<file path="config.mk">
export PLATFORM = sky130hd
export DESIGN_NAME = ttb_ctrl
export DESIGN_NICKNAME = d
export VERILOG_FILES = /design/src/hdl/assert_macros.svh /design/src/hdl/ttb_pkg.sv /design/src/hdl/ttb_ctrl.sv
export SDC_FILE = /design/constraint.sdc
export NUM_CORES = 1
export LEC_CHECK = 0
export BUFFER_PORTS_ARGS = -buffer_cell sky130_fd_sc_hd__buf_2
export CAP_MARGIN = 20
export CORE_AREA = 10 10 73 75
export CTS_BUF_LIST = sky130_fd_sc_hd__clkbuf_4 sky130_fd_sc_hd__clkbuf_8
export DETAILED_ROUTE_END_ITERATION = 8
export DIE_AREA = 0 0 83 85
export GPL_TIMING_DRIVEN = 0
export HOLD_SLACK_MARGIN = 0.02
export PLACE_DENSITY_LB_ADDON = 0.2
export SLEW_MARGIN = 5
export SYNTH_ARGS = -nofsm -noshare
export SYNTH_HDL_FRONTEND = slang
export SYNTH_SLANG_ARGS = --single-unit
</file>
<file path="constraint.sdc">
create_clock -name clk -period 1.7 [get_ports clk]
set_input_delay 0.255 -clock clk [delete_from_list [all_inputs] [get_ports clk]]
set_output_delay 0.255 -clock clk [all_outputs]
set_load 0.05 [all_outputs]
</file>
<file path="src/hdl/assert_macros.svh">
// Assertion macros shared by the triangle tangent basis RTL.
`ifndef ASSERT_MACROS_SVH
`define ASSERT_MACROS_SVH

// Clocked property check, disabled while reset is asserted.
`define TTB_ASSERT(label, prop, msg) \
    label: assert property (@(posedge clk) disable iff (!rst_n) prop) \
        else $error(msg);

`endif

</file>
<file path="src/hdl/ttb_pkg.sv">
// Package: payload types, datapath commands and fixed-point widths.
`timescale 1ns / 1ps

package ttb_pkg;

    localparam int OUT_FRAC_BITS = 14;
    // raw tangent/binormal/determinant width (signed)
    localparam int CW = 59;
    // magnitude width of a raw component
    localparam int MW = 58;
    // divider numerator / shifted divisor width
    localparam int DW = 32 + OUT_FRAC_BITS;
    // quotient width, quotient never exceeds 2^OUT_FRAC_BITS
    localparam int QW = OUT_FRAC_BITS + 1;

    localparam logic [31:0] DET_EPS_RESET = 32'd429497;

    typedef struct packed {
        logic signed [31:0] pos_x;
        logic signed [31:0] pos_y;
        logic signed [31:0] pos_z;
        logic signed [23:0] tex_u;
        logic signed [23:0] tex_v;
    } vertex_t;

    typedef struct packed {
        logic signed [15:0] tangent_x;
        logic signed [15:0] tangent_y;
        logic signed [15:0] tangent_z;
        logic signed [15:0] binormal_x;
        logic signed [15:0] binormal_y;
        logic signed [15:0] binormal_z;
        logic               uv_degenerate;
        logic               zero_vector;
    } basis_t;

    typedef enum logic [4:0] {
        OP_NONE       = 5'd0,
        OP_CORNER     = 5'd1,
        OP_TRI        = 5'd2,
        OP_MUL        = 5'd3,
        OP_MACC       = 5'd4,
        OP_DET        = 5'd5,
        OP_LOADV      = 5'd6,
        OP_NORM       = 5'd7,
        OP_SQ         = 5'd8,
        OP_SQACC      = 5'd9,
        OP_SQRT_INIT  = 5'd10,
        OP_SQRT       = 5'd11,
        OP_DIV_INIT   = 5'd12,
        OP_DIV        = 5'd13,
        OP_DIV_STORE  = 5'd14,
        OP_OUT        = 5'd15
    } op_t;

    typedef struct packed {
        op_t        op;
        logic [3:0] idx;
        logic       vec;
    } cmd_t;

    typedef struct packed {
        logic norm_done;
        logic vec_zero;
    } status_t;

endpackage

</file>
<file path="src/hdl/ttb_ctrl.sv">
// Controller: corner sequencing, triangle schedule and result handshake.
`timescale 1ns / 1ps

module ttb_ctrl (
    input  logic             clk,
    input  logic             rst_n,
    input  logic             vertex_valid,
    output logic             vertex_stall,
    output logic             basis_valid,
    input  logic             basis_stall,
    input  ttb_pkg::status_t status,
    output ttb_pkg::cmd_t    cmd
);
    import ttb_pkg::*;

    typedef enum logic [11:0] {
        S_IDLE  = 12'b000000000001,
        S_MUL   = 12'b000000000010,
        S_DET   = 12'b000000000100,
        S_LOADV = 12'b000000001000,
        S_NORM  = 12'b000000010000,
        S_SQ    = 12'b000000100000,
        S_SQI   = 12'b000001000000,
        S_SQRT  = 12'b000010000000,
        S_DIVI  = 12'b000100000000,
        S_DIVS  = 12'b001000000000,
        S_DIVW  = 12'b010000000000,
        S_OUT   = 12'b100000000000
    } state_t;

    localparam logic [5:0] MUL_LAST  = 6'd27;
    localparam logic [5:0] SQ_LAST   = 6'd5;
    localparam logic [5:0] SQRT_LAST = 6'd31;
    localparam logic [5:0] DIV_LAST  = 6'(OUT_FRAC_BITS);

    state_t      state_reg, state_next;
    logic [1:0]  phase_reg, phase_next;
    logic [5:0]  cnt_reg, cnt_next;
    logic [1:0]  sub_reg, sub_next;
    logic        vec_reg, vec_next;
    logic        valid_reg, valid_next;
    logic        vec_done;

    assign vertex_stall = (state_reg != S_IDLE);
    assign basis_valid  = valid_reg;

    always_comb
    begin
        state_next = state_reg;
        phase_next = phase_reg;
        cnt_next   = cnt_reg + 6'd1;
        sub_next   = sub_reg;
        vec_next   = vec_reg;
        valid_next = valid_reg && basis_stall;
        vec_done   = 1'b0;
        cmd.op     = OP_NONE;
        cmd.idx    = '0;
        cmd.vec    = vec_reg;

        unique case (state_reg)
            S_IDLE:
            begin
                cnt_next = '0;
                if (vertex_valid)
                begin
                    if (phase_reg == 2'd2)
                    begin
                        cmd.op     = OP_TRI;
                        phase_next = 2'd0;
                        state_next = S_MUL;
                    end
                    else
                    begin
                        // stray phase value three restarts at corner A
                        cmd.op     = OP_CORNER;
                        cmd.idx    = {3'b000, phase_reg == 2'd1};
                        phase_next = (phase_reg == 2'd1) ? 2'd2 : 2'd1;
                    end
                end
            end
            S_MUL:
            begin
                cmd.op  = cnt_reg[0] ? OP_MACC : OP_MUL;
                cmd.idx = cnt_reg[4:1];
                if (cnt_reg == MUL_LAST)
                    state_next = S_DET;
            end
            S_DET:
            begin
                cmd.op     = OP_DET;
                vec_next   = 1'b0;
                state_next = S_LOADV;
            end
            S_LOADV:
            begin
                cmd.op     = OP_LOADV;
                state_next = S_NORM;
            end
            S_NORM:
            begin
                cnt_next = '0;
                priority if (status.vec_zero)
                    vec_done = 1'b1;
                else if (status.norm_done)
                    state_next = S_SQ;
                else
                    cmd.op = OP_NORM;
            end
            S_SQ:
            begin
                cmd.op  = cnt_reg[0] ? OP_SQACC : OP_SQ;
                cmd.idx = {2'b00, cnt_reg[2:1]};
                if (cnt_reg == SQ_LAST)
                    state_next = S_SQI;
            end
            S_SQI:
            begin
                cmd.op     = OP_SQRT_INIT;
                cnt_next   = '0;
                state_next = S_SQRT;
            end
            S_SQRT:
            begin
                cmd.op = OP_SQRT;
                if (cnt_reg == SQRT_LAST)
                begin
                    sub_next   = 2'd0;
                    state_next = S_DIVI;
                end
            end
            S_DIVI:
            begin
                cmd.op     = OP_DIV_INIT;
                cmd.idx    = {2'b00, sub_reg};
                cnt_next   = '0;
                state_next = S_DIVS;
            end
            S_DIVS:
            begin
                cmd.op = OP_DIV;
                if (cnt_reg == DIV_LAST)
                    state_next = S_DIVW;
            end
            S_DIVW:
            begin
                cmd.op  = OP_DIV_STORE;
                cmd.idx = {2'b00, sub_reg};
                if (sub_reg == 2'd2)
                    vec_done = 1'b1;
                else
                begin
                    sub_next   = sub_reg + 2'd1;
                    state_next = S_DIVI;
                end
            end
            S_OUT:
            begin
                if (!valid_reg || !basis_stall)
                begin
                    cmd.op     = OP_OUT;
                    valid_next = 1'b1;
                    state_next = S_IDLE;
                end
            end
            default:
                state_next = S_IDLE;
        endcase

        if (vec_done)
        begin
            if (vec_reg)
                state_next = S_OUT;
            else
            begin
                vec_next   = 1'b1;
                state_next = S_LOADV;
            end
        end
    end

    always_ff @(posedge clk or negedge rst_n)
    begin
        if (!rst_n)
        begin
            state_reg <= S_IDLE;
            phase_reg <= 2'd0;
            cnt_reg   <= '0;
            sub_reg   <= '0;
            vec_reg   <= 1'b0;
            valid_reg <= 1'b0;
        end
        else
        begin
            state_reg <= state_next;
            phase_reg <= phase_next;
            cnt_reg   <= cnt_next;
            sub_reg   <= sub_next;
            vec_reg   <= vec_next;
            valid_reg <= valid_next;
        end
    end

endmodule

</file>
==> flow_summary_export.csv, run 1 <==
group,metric,value,unit
floorplan,core_area,0.003914,mm²
floorplan,io_pins,18,
setup_path,worstPathRequired,1.44,ns
floorplan,die_height,85,µm
drt,wl_per_cell,18.80,µm
setup_path,reg2reg_from,"state_reg[3]",
power,p_leak,0.001146,µW
sta,clock.fmax,405.8,MHz
setup_path,crit_arrival,2.21,ns
setup_path,crit_path_start_kind,"flop",
clock_network,htree_levels,1,
drt,drtIter0Drc,128,
setup_path,rr_endpoint,"state_reg[0]",
setup_path,crit_path_max_fanout,3,
sta,worst_slack,-0.7641,ns
logic_synthesis,yosysSeqAreaShare,0.3939,
layout,fin_area,0.002471,mm²
layout,antenna_cells,0,
global_route,grt_pass1_wl,7838,µm
sta,rsz0062_at_grt,"true",
logic_synthesis,synthTopCellsByArea,"dfrtp_1 38%, ha_1 4.9%, nor2_1 4.4%",
setup_path,path_cells,"nor4_4 -> buf_4 -> nand4_4 -> or3_4 -> nand2_1 -> or4_4 -> buf_8",
layout,area_delta_synth_final,61.75,%
global_route,grt_overflow,0,
clock_network,cts_tree,"done",
layout,largest_reg_flops,12,
global_route,antenna_found_initial,0,
min_path,worstHoldStart,"status[0]",
logic_synthesis,yosysUniqueCellTypes,43,
setup_path,rrSetupSlack,-0.50,ns
floorplan,num_rows,23,
outcome,status,"finished, violations left",
clock_network,clk_pin_slew_worst_paths,0.09,ns
logic_synthesis,synth_area_leader_cell,"dfrtp_1",
drt,drc_errors,0,
clock_network,clk_latency,0.28,ns
logic_synthesis,yosys_warnings,0,
logic_synthesis,synth_top_area_frac,0.3767,
sta,setup_viol,28,
sta,tightest_slew,0.7032,ns
place,dp_slack,-0.6975,ns
place,gp_congestion,0.8860,
flow_run,drv_cap,0,
sta,finalMaxSlewViolations,0,
layout,nNetsFinal,241,
global_route,grt_max_degree,25,
setup_path,endpoint_kind,"output pin",
min_path,holdPathEnd,"state_reg[5]",
sta,period_needed,2.464,ns
layout,utilization,0.6314,
power,power_density,1491,mW/mm²
setup_path,path_class,"reg2out",
setup_path,crit_slowest_cell,"or3_4",
outcome,violations,"negative setup slack",
place,portBuffers,16,
clock_network,cts_num_sinks,24,
drt,drtPass1Iterations,4,
clock_network,numCtsBuffers,3,
power,ir_worst_vdd,0.8140,mV
drt,drtAntennaViolNets,0,
power,power,3685,µW
clock_network,cts_root_buf,"clkbuf_8",
floorplan,die_x,83,µm
sta,skew,0.005016,ns
setup_path,max_stage_delay,0.45,ns
logic_synthesis,syn_area,0.001528,mm²
sta,hold_viol_final,0,
logic_synthesis,synth_top_flop_cell,"dfrtp_1",
sta,hold_ws,0.2233,ns
sta,fin_crit_sh,1.449,
clock_network,cts.path.max_buffers,2,
drt,vias_per_cell,5.558,
logic_synthesis,syn_nets,171,
logic_synthesis,avgSynthCellArea,9.608,µm²
logic_synthesis,ys_seq_elements,24,
setup_path,rr_worst_depth,11,
logic_synthesis,synth_edf_count,0,
place,placed_area,0.001730,mm²
global_route,grt_usage,0.1341,
floorplan,start_util,0.3903,
drt,vias,1545,
logic_synthesis,syn_inst,159,
min_path,hp-class,"in2reg",
drt,totalWireLength,5227,µm
place,place_hpwl,2959,µm
layout,layout-drive-gt1-share,0.5614,
logic_synthesis,async_flop_share,1.000,
sta,maxSlewHeadroom,0.5302,
global_route,grt_pass1_vias,1598,
floorplan,dieArea,0.007055,mm²
min_path,hold_depth,2,
-- cells by family (layout without fill, tap and decap cells) --
kind of cell | count (synthesis) | in the layout | share of synthesized area
muxes | 5 | 5 | 0.03603
and+or+nand+nor | 84 | 84 | 0.3464
xor gates and xnor gates | 6 | 6 | 0.03440
AOI/OAI and AO/OA | 19 | 19 | 0.09501
other | 1 | 1 | 0.002455
adders and majority gates | 6 | 6 | 0.04914
buffers and inverters | 14 | 83 | 0.04259
DFF | 24 | 24 | 0.3939
-- routing by layer --
| layer | routed length (µm) | track usage | up-vias |
|---|---|---|---|
| li1 | - | - | 713 |
| met1 | 1939 | 0.1461 | 754 |
| met2 | 2896 | 0.2479 | 65 |
| met3 | 259 | 0.02772 | 13 |
| met4 | 131 | 0.05108 | 0 |
| met5 | 0 | 0 | - |
-- stage by stage --
stage	cells	setup TNS, ns
after global placement	225	-10.14
after CTS	267	-7.041
after floorplan	159	-3.302
final	278	-9.576
after detailed placement	225	-9.559
after global routing	278	-11.46
-- critical path: cells and delay by family, from the launching register on --
family	cells	cell delay (ns)
simple gates	5	1.15
flops	1	0.43
buf+inv	2	0.33
-- cell usage in the layout (no fill, tap or decap), types with 5 or more instances in the layout --
master   Yosys  layout
buf_4        3      35
buf_6        0      22
nor2_1      18      16
nand2_1     17      13
dfrtp_2      0      12
dfrtp_1     23      11
inv_1       10       9
nand3_1     11       8
buf_2        1       7
xnor2_1      6       6
ha_1         6       5
-- final cells by class --
class	count	area [µm²]
buffer	4	33.78
clock buffer	4	55.05
timing repair buffer	65	581.8
inverter	10	37.54
sequential	24	616.8
tap	50	62.56
fill	319	1443
multi-input combinational	121	1084
-- timing repair --
action                                  CTS  global route
hold buffers                              1             0
resized for setup                        59            28
endpoints found under the setup margin   29            29
cloned                                    0             0
pin swaps                                15            16
setup buffers                            39            20
hold endpoints to repair                 23             0
-- where the power goes --
part           switching, µW  internal [µW]
Combinational           1220           1230
Clock                    200            208
Sequential               129            703
Total                   1540           2140
-- synth_stat cells (2+ instances only) --
| cell | number |
|---|---|
| nor2b_1 | 4 |
| o22ai_1 | 3 |
| buf_4 | 3 |
| nand2_1 | 17 |
| a32oi_1 | 2 |
| and4_1 | 2 |
| o21ai_0 | 5 |
| or3_1 | 2 |
| nor4b_1 | 4 |
| ha_1 | 6 |
| and2_2 | 2 |
| inv_1 | 10 |
| nor3_1 | 2 |
| o41ai_1 | 2 |
| nor4_4 | 3 |
| xnor2_1 | 6 |
| nor2_1 | 18 |
| nand4b_1 | 4 |
| nand4_1 | 4 |
| o32ai_1 | 2 |
| mux2_2 | 4 |
| nand3_1 | 11 |
| dfrtp_1 | 23 |
-- worst max-delay path by stage --
stage               slack [ns]           from  cells past startpoint      to
global placement         -0.74   state_reg[9]                      6  cmd[5]
floorplan                -0.31   state_reg[1]                      5  cmd[6]
CTS                      -0.64  state_reg[10]                      7  cmd[7]
detailed placement       -0.70   state_reg[9]                      6  cmd[5]
global route             -0.81   state_reg[2]                      7  cmd[7]
finish                   -0.76   state_reg[1]                      7  cmd[7]
Note: power is estimated with default switching activity, not from simulation.
==> run 2, diff against run 1 <==
Settings changed: ABC_AREA set to 0, CORE_AREA 10 10 73 75 to 10 10 83 85, DIE_AREA 0 0 83 85 to 0 0 93 95, PLACE_DENSITY set to 0.58, PLACE_DENSITY_LB_ADDON 0.2 to not set.
==> run 2 against run 1 <==
Against the previous run: the flow still finishes with violations (negative setup slack); maximum frequency up 4.2%; count of clock-buffer cells in the layout fell by 1; clock power rose by 27%; critical endpoint unchanged; largest cell class unchanged; critical path depth did not move.
==> flow_summary_export.csv, run 2 (synthesis results as in run 1) <==
group,metric,value,unit
clock_network,cts_tree,"done",
place,dp_slack,-0.7503,ns
drt,totalWireLength,4758,µm
layout,area_delta_synth_final,59.46,%
place,dp.cells,247,
power,power_density,1440,mW/mm²
drt,highest_layer,"met4",
layout,largest_reg_flops,12,
layout,nNetsFinal,228,
sta,skew,0.01077,ns
sta,rsz0062_at_grt,"true",
clock_network,cts_root_buf,"clkbuf_8",
setup_path,path_depth,7,
setup_path,max_stage_delay,0.43,ns
sta,setup_tns,-8.788,ns
layout,fillers,514,
place,gp_congestion,0.8466,
setup_path,crit_path_max_fanout,5,
layout,layout_commonest_cell,"buf_4",
drt,wl_per_cell,16.58,µm
setup_path,endpoint_kind,"output pin",
drt,vias,1480,
power,ir_worst_vdd,0.7030,mV
sta,fin_crit_sh,1.391,
layout,fin_area,0.002436,mm²
setup_path,path_cells,"nor4_4 -> buf_4 -> nand4_4 -> or3_4 -> nand2_2 -> or4_4 -> buf_8",
global_route,grt_usage,0.1058,
layout,fin_cells,287,
clock_network,cts_num_sinks,24,
place,place_hpwl,3000,µm
sta,tightest_slew,0.5690,ns
min_path,hp-class,"in2reg",
drt,drc_errors,0,
global_route,grt_pass1_wl,7596,µm
sta,period_needed,2.365,ns
floorplan,io_pins,18,
setup_path,rr_endpoint,"cnt_reg[4]",
drt,met3_length,196,µm
sta,hold_ws,0.2043,ns
setup_path,crit_family,"simple AND/OR/NAND/NOR gates",
global_route,grt_max_degree,25,
setup_path,crit_arrival,2.11,ns
setup_path,crit_slowest_cell,"dfrtp_2",
drt,met1_length,1995,µm
place,portBuffers,16,
floorplan,num_rows,27,
setup_path,worstPathRequired,1.44,ns
setup_path,rrSetupSlack,-0.36,ns
drt,drtAntennaViolNets,0,
sta,maxSlewHeadroom,0.6206,
sta,worst_slack,-0.6649,ns
layout,final_cell_mix,"30 x buf_4, 14 x nor2_1, 12 x nand2_1, 12 x buf_6, 12 x dfrtp_2",
setup_path,rr_worst_depth,9,
flow_run,drv_cap,0,
sta,hold_viol_final,0,
drt,drtPass1Iterations,5,
floorplan,die_x,93,µm
clock_network,clk_latency,0.28,ns
drt,drtIter0Drc,114,
floorplan,core_area,0.005338,mm²
layout,antenna_cells,0,
floorplan,dieArea,0.008835,mm²
sta,finalMaxSlewViolations,0,
setup_path,crit_path_start_kind,"flop",
setup_path,crit_path_start,"state_reg[2]",
floorplan,die_height,95,µm
outcome,violations,"negative setup slack",
outcome,status,"finished, violations left",
sta,clock.fmax,422.8,MHz
setup_path,path_class,"reg2out",
clock_network,numCtsBuffers,3,
setup_path,reg2reg_from,"state_reg[2]",
clock_network,cts.path.max_buffers,2,
clock_network,clk_pin_slew_worst_paths,0.10,ns
global_route,grt_pass1_vias,1515,
power,p_leak,0.001064,µW
clock_network,htree_levels,1,
place,placed_area,0.001758,mm²
layout,layout-drive-gt1-share,0.5674,
min_path,worstHoldStart,"status[0]",
setup_path,worstSetupEndpoint,"cmd[7]",
global_route,antenna_found_initial,0,
setup_path,cp_num_buf_inv,2,
floorplan,start_util,0.2862,
sta,setup_viol,25,
drt,wl_met2,2469,µm
global_route,grt_overflow,0,
drt,vias_per_cell,5.157,
run 2: cell types whose count changed in the layout (fill, tap and decap cells not counted), moves of 2 or more:
cell,change
a32oi_2,+2
o21ai_0,+2
nor2_4,+2
buf_4,-5
buf_8,+2
nand2_2,+2
o21ai_1,-2
nand2_4,-2
nor2_1,-2
buf_6,-10
run 2: report_power, final:
part	total, µW	internal, µW	switching (µW)
Sequential	842	703	139
Combinational	2150	1020	1130
Clock	517	315	201
run 2: area by class of cell:
type | count | area, µm² | area share
inverter | 10 | 37.54 | 0.01541
timing repair buffer | 52 | 461.7 | 0.1895
buffer | 4 | 33.78 | 0.01387
sequential | 24 | 616.8 | 0.2532
clock buffer | 3 | 41.29 | 0.01695
multi-input combinational | 121 | 1125 | 0.4617
clock inverter | 1 | 30.03 | 0.01233
tap | 72 | 90.09 | 0.03698
run 2: timing repair:
action,in CTS,in global routing
hold buffers,1,0
setup buffers,33,4
pin swaps,19,11
resized for setup,61,22
endpoints found under the hold margin,23,0
endpoints found under the setup margin,30,30
run 2: worst min-delay path by stage:
stage	to	slack, ns	cells after the start
after detailed placement	phase_reg[0]	0.29	1
after CTS	state_reg[5]	0.19	2
after floorplan	basis_valid	-0.04	0
final	state_reg[5]	0.20	2
after global routing	state_reg[5]	0.19	2
after global placement	phase_reg[0]	0.28	1
run 2: metal layers:
| metal | track usage | vias up |
|---|---|---|
| li1 | - | 689 |
| met1 | 0.1324 | 725 |
| met2 | 0.1834 | 53 |
| met3 | 0.01586 | 13 |
| met4 | 0.03085 | 0 |
| met5 | 0 | - |
run 2: worst reg2reg max path: stages (launching register included):
cell	delay, ns
dfrtp_2	0.43
nor4_4	0.30
buf_4	0.21
and2_4	0.18
buf_6	0.12
buf_6	0.09
buf_6	0.08
nand4b_1	0.18
nand4_1	0.29
nor2_1	0.08
run 2: metrics by stage:
step                  util  total power (µW)
global placement    0.3293              2202
detailed placement  0.3293              2220
CTS                 0.4327              3333
floorplan                -              1903
finish              0.4564              3509
global route        0.4564              3703
==> run 3, diff against run 2 <==
Settings changed: CORE_AREA 10 10 83 85 to 10 10 78 80, DIE_AREA 0 0 93 95 to 0 0 88 90, PLACE_DENSITY 0.58 to 0.64.
==> run 3 against run 2 <==
Against the previous run: the run still ends with negative setup slack left; largest power group unchanged; largest cell class unchanged; sequential power down 2.6%; highest routed layer unchanged; count of clock-buffer cells in the layout up 1; cell area down 4.2%; utilization up 5.1 points; first-iteration DRC count down 18%; die area down 10%; critical path depth unchanged; hold slack better by 0.049 ns; setup slack worse by 0.055 ns; register-to-register slack about the same.
==> flow_summary_export.csv, run 3 (synthesis results as in run 1) <==
group,metric,value,unit
outcome,status,"finished, violations left",
outcome,violations,"negative setup slack",
global_route,grt_pass1_vias,1528,
clock_network,clk_pin_slew_worst_paths,0.08,ns
sta,setup_viol,25,
layout,antenna_cells,0,
sta,clock.fmax,413.2,MHz
global_route,antenna_found_initial,0,
clock_network,htree_levels,1,
layout,final_cell_mix,"36 x buf_4, 14 x nor2_1, 12 x dfrtp_1",
floorplan,num_rows,25,
floorplan,start_util,0.3322,
drt,totalWireLength,4201,µm
clock_network,cts_tree,"done",
setup_path,max_stage_delay,0.57,ns
sta,worst_slack,-0.7200,ns
sta,setup_tns,-7.875,ns
clock_network,clk_latency,0.26,ns
place,portBuffers,16,
drt,wl_per_cell,15.56,µm
setup_path,crit_path_start_kind,"flop",
setup_path,path_cells,"nor4_4 -> buf_4 -> buf_4 -> nand4_1 -> nand3_2 -> or4_4 -> buf_8",
floorplan,core_area,0.004598,mm²
sta,skew,0.003454,ns
sta,hold_viol_final,0,
clock_network,numCtsBuffers,3,
setup_path,crit_path_max_fanout,4,
flow_run,drv_cap,0,
clock_network,cts.path.max_buffers,2,
clock_network,cts_num_sinks,24,
drt,drtAntennaViolNets,0,
layout,regArea,615.6,µm²
drt,drc_errors,0,
min_path,hp-class,"in2reg",
global_route,grt_usage,0.1113,
layout,area_delta_synth_final,52.74,%
place,placed_area,0.001735,mm²
sta,period_needed,2.420,ns
setup_path,rr_worst_depth,8,
drt,drtIter0Drc,94,
clock_network,cts_root_buf,"clkbuf_8",
drt,drtPass1Iterations,5,
global_route,grt_overflow,0,
floorplan,io_pins,18,
power,power_density,1405,mW/mm²
global_route,grt_max_degree,25,
layout,largest_reg_flops,12,
floorplan,die_x,88,µm
setup_path,cpMostUsedCell,"buf_4",
setup_path,crit_slowest_cell,"dfstp_2",
setup_path,path_class,"reg2out",
drt,vias,1453,
sta,rsz0062_at_grt,"true",
setup_path,crit_arrival,2.16,ns
floorplan,dieArea,0.007920,mm²
global_route,grt_pass1_wl,7355,µm
layout,fillers,383,
layout,multi_input_area,0.001081,mm²
min_path,hold_depth,2,
power,p_leak,0.001049,µW
sta,finalMaxSlewViolations,0,
floorplan,die_height,90,µm
sta,maxSlewHeadroom,0.6509,
drt,vias_per_cell,5.381,
setup_path,worstPathRequired,1.44,ns
layout,fin_area,0.002333,mm²
sta,fin_crit_sh,1.424,
layout,nNetsFinal,229,
place,gp_congestion,0.8494,
setup_path,endpoint_kind,"output pin",
power,ir_worst_vdd,0.5421,mV
sta,tightest_slew,0.5236,ns
place,place_hpwl,2864,µm
layout,layout_commonest_cell,"buf_4",
layout,layout-drive-gt1-share,0.5556,
## run 3: cell types whose count changed in the layout (fill, tap and decap cells not counted), moves of 2 or more
cell	previous run	this run
buf_6	12	9
nor4b_1	0	2
buf_4	30	36
o21ai_1	0	2
buf_8	6	4
o22ai_2	0	2
## run 3: worst paths after layout
path                       slack, ns       endpoint         start
min in group asynchronous       0.50   phase_reg[0]         rst_n
setup reg to reg               -0.35   state_reg[0]  state_reg[0]
hold / removal                  0.25   state_reg[5]     status[0]
max in group asynchronous       0.82  state_reg[11]         rst_n
setup / recovery               -0.72         cmd[7]  state_reg[0]
hold reg to reg                 0.50   state_reg[3]       vec_reg
## run 3: timing repair
action                                 CTS  global route
pin swaps                               17             9
hold buffers                             1             0
setup buffers                           31             5
setup endpoints to repair               29            29
endpoints found under the hold margin   23             0
gates resized for setup                 52            19
## run 3: metal layers
layer	share of wire	GRT usage	routed length [µm]	up-vias
li1	-	-	-	695
met1	0.45	0.1379	1897	714
met2	0.49	0.1851	2074	36
met3	0.039	0.02166	162	8
met4	0.016	0.03590	66	0
met5	0	0	0	-
## run 3: report_power, final
part / switching, µW / internal [µW] / total (µW)
Clock: 175 / 207 / 381
Sequential: 120 / 701 / 820
Combinational: 1090 / 985 / 2080
## run 3: worst max-delay path: cells and delay by family (launching register included)
kind | cells | cell delay [ns]
buf+inv | 3 | 0.44
flops | 1 | 0.57
simple gates | 4 | 0.89
## run 3: stage by stage
| step | instances | power [µW] | utilization | hold WS [ns] | setup slack [ns] |
|---|---|---|---|---|---|
| after detailed placement | 229 | 2193 | 0.3774 | 0.2682 | -0.7607 |
| after floorplan | 159 | 1903 | - | -0.04059 | -0.3057 |
| final | 270 | 3280 | 0.5075 | 0.2531 | -0.7200 |
| after global placement | 229 | 2183 | 0.3774 | 0.2699 | -0.7110 |
| after global routing | 270 | 3483 | 0.5075 | 0.2423 | -0.7890 |
| after CTS | 265 | 3184 | 0.4857 | 0.2459 | -0.6913 |
## run 3: layout make-up
type,count,area share
multi-input cells,121,0.4633
flip-flops and latches,24,0.2638
repair buffers,53,0.1898
well taps,54,0.02895
clock buffers,4,0.02359
inverters,10,0.01609
plain buffers,4,0.01448
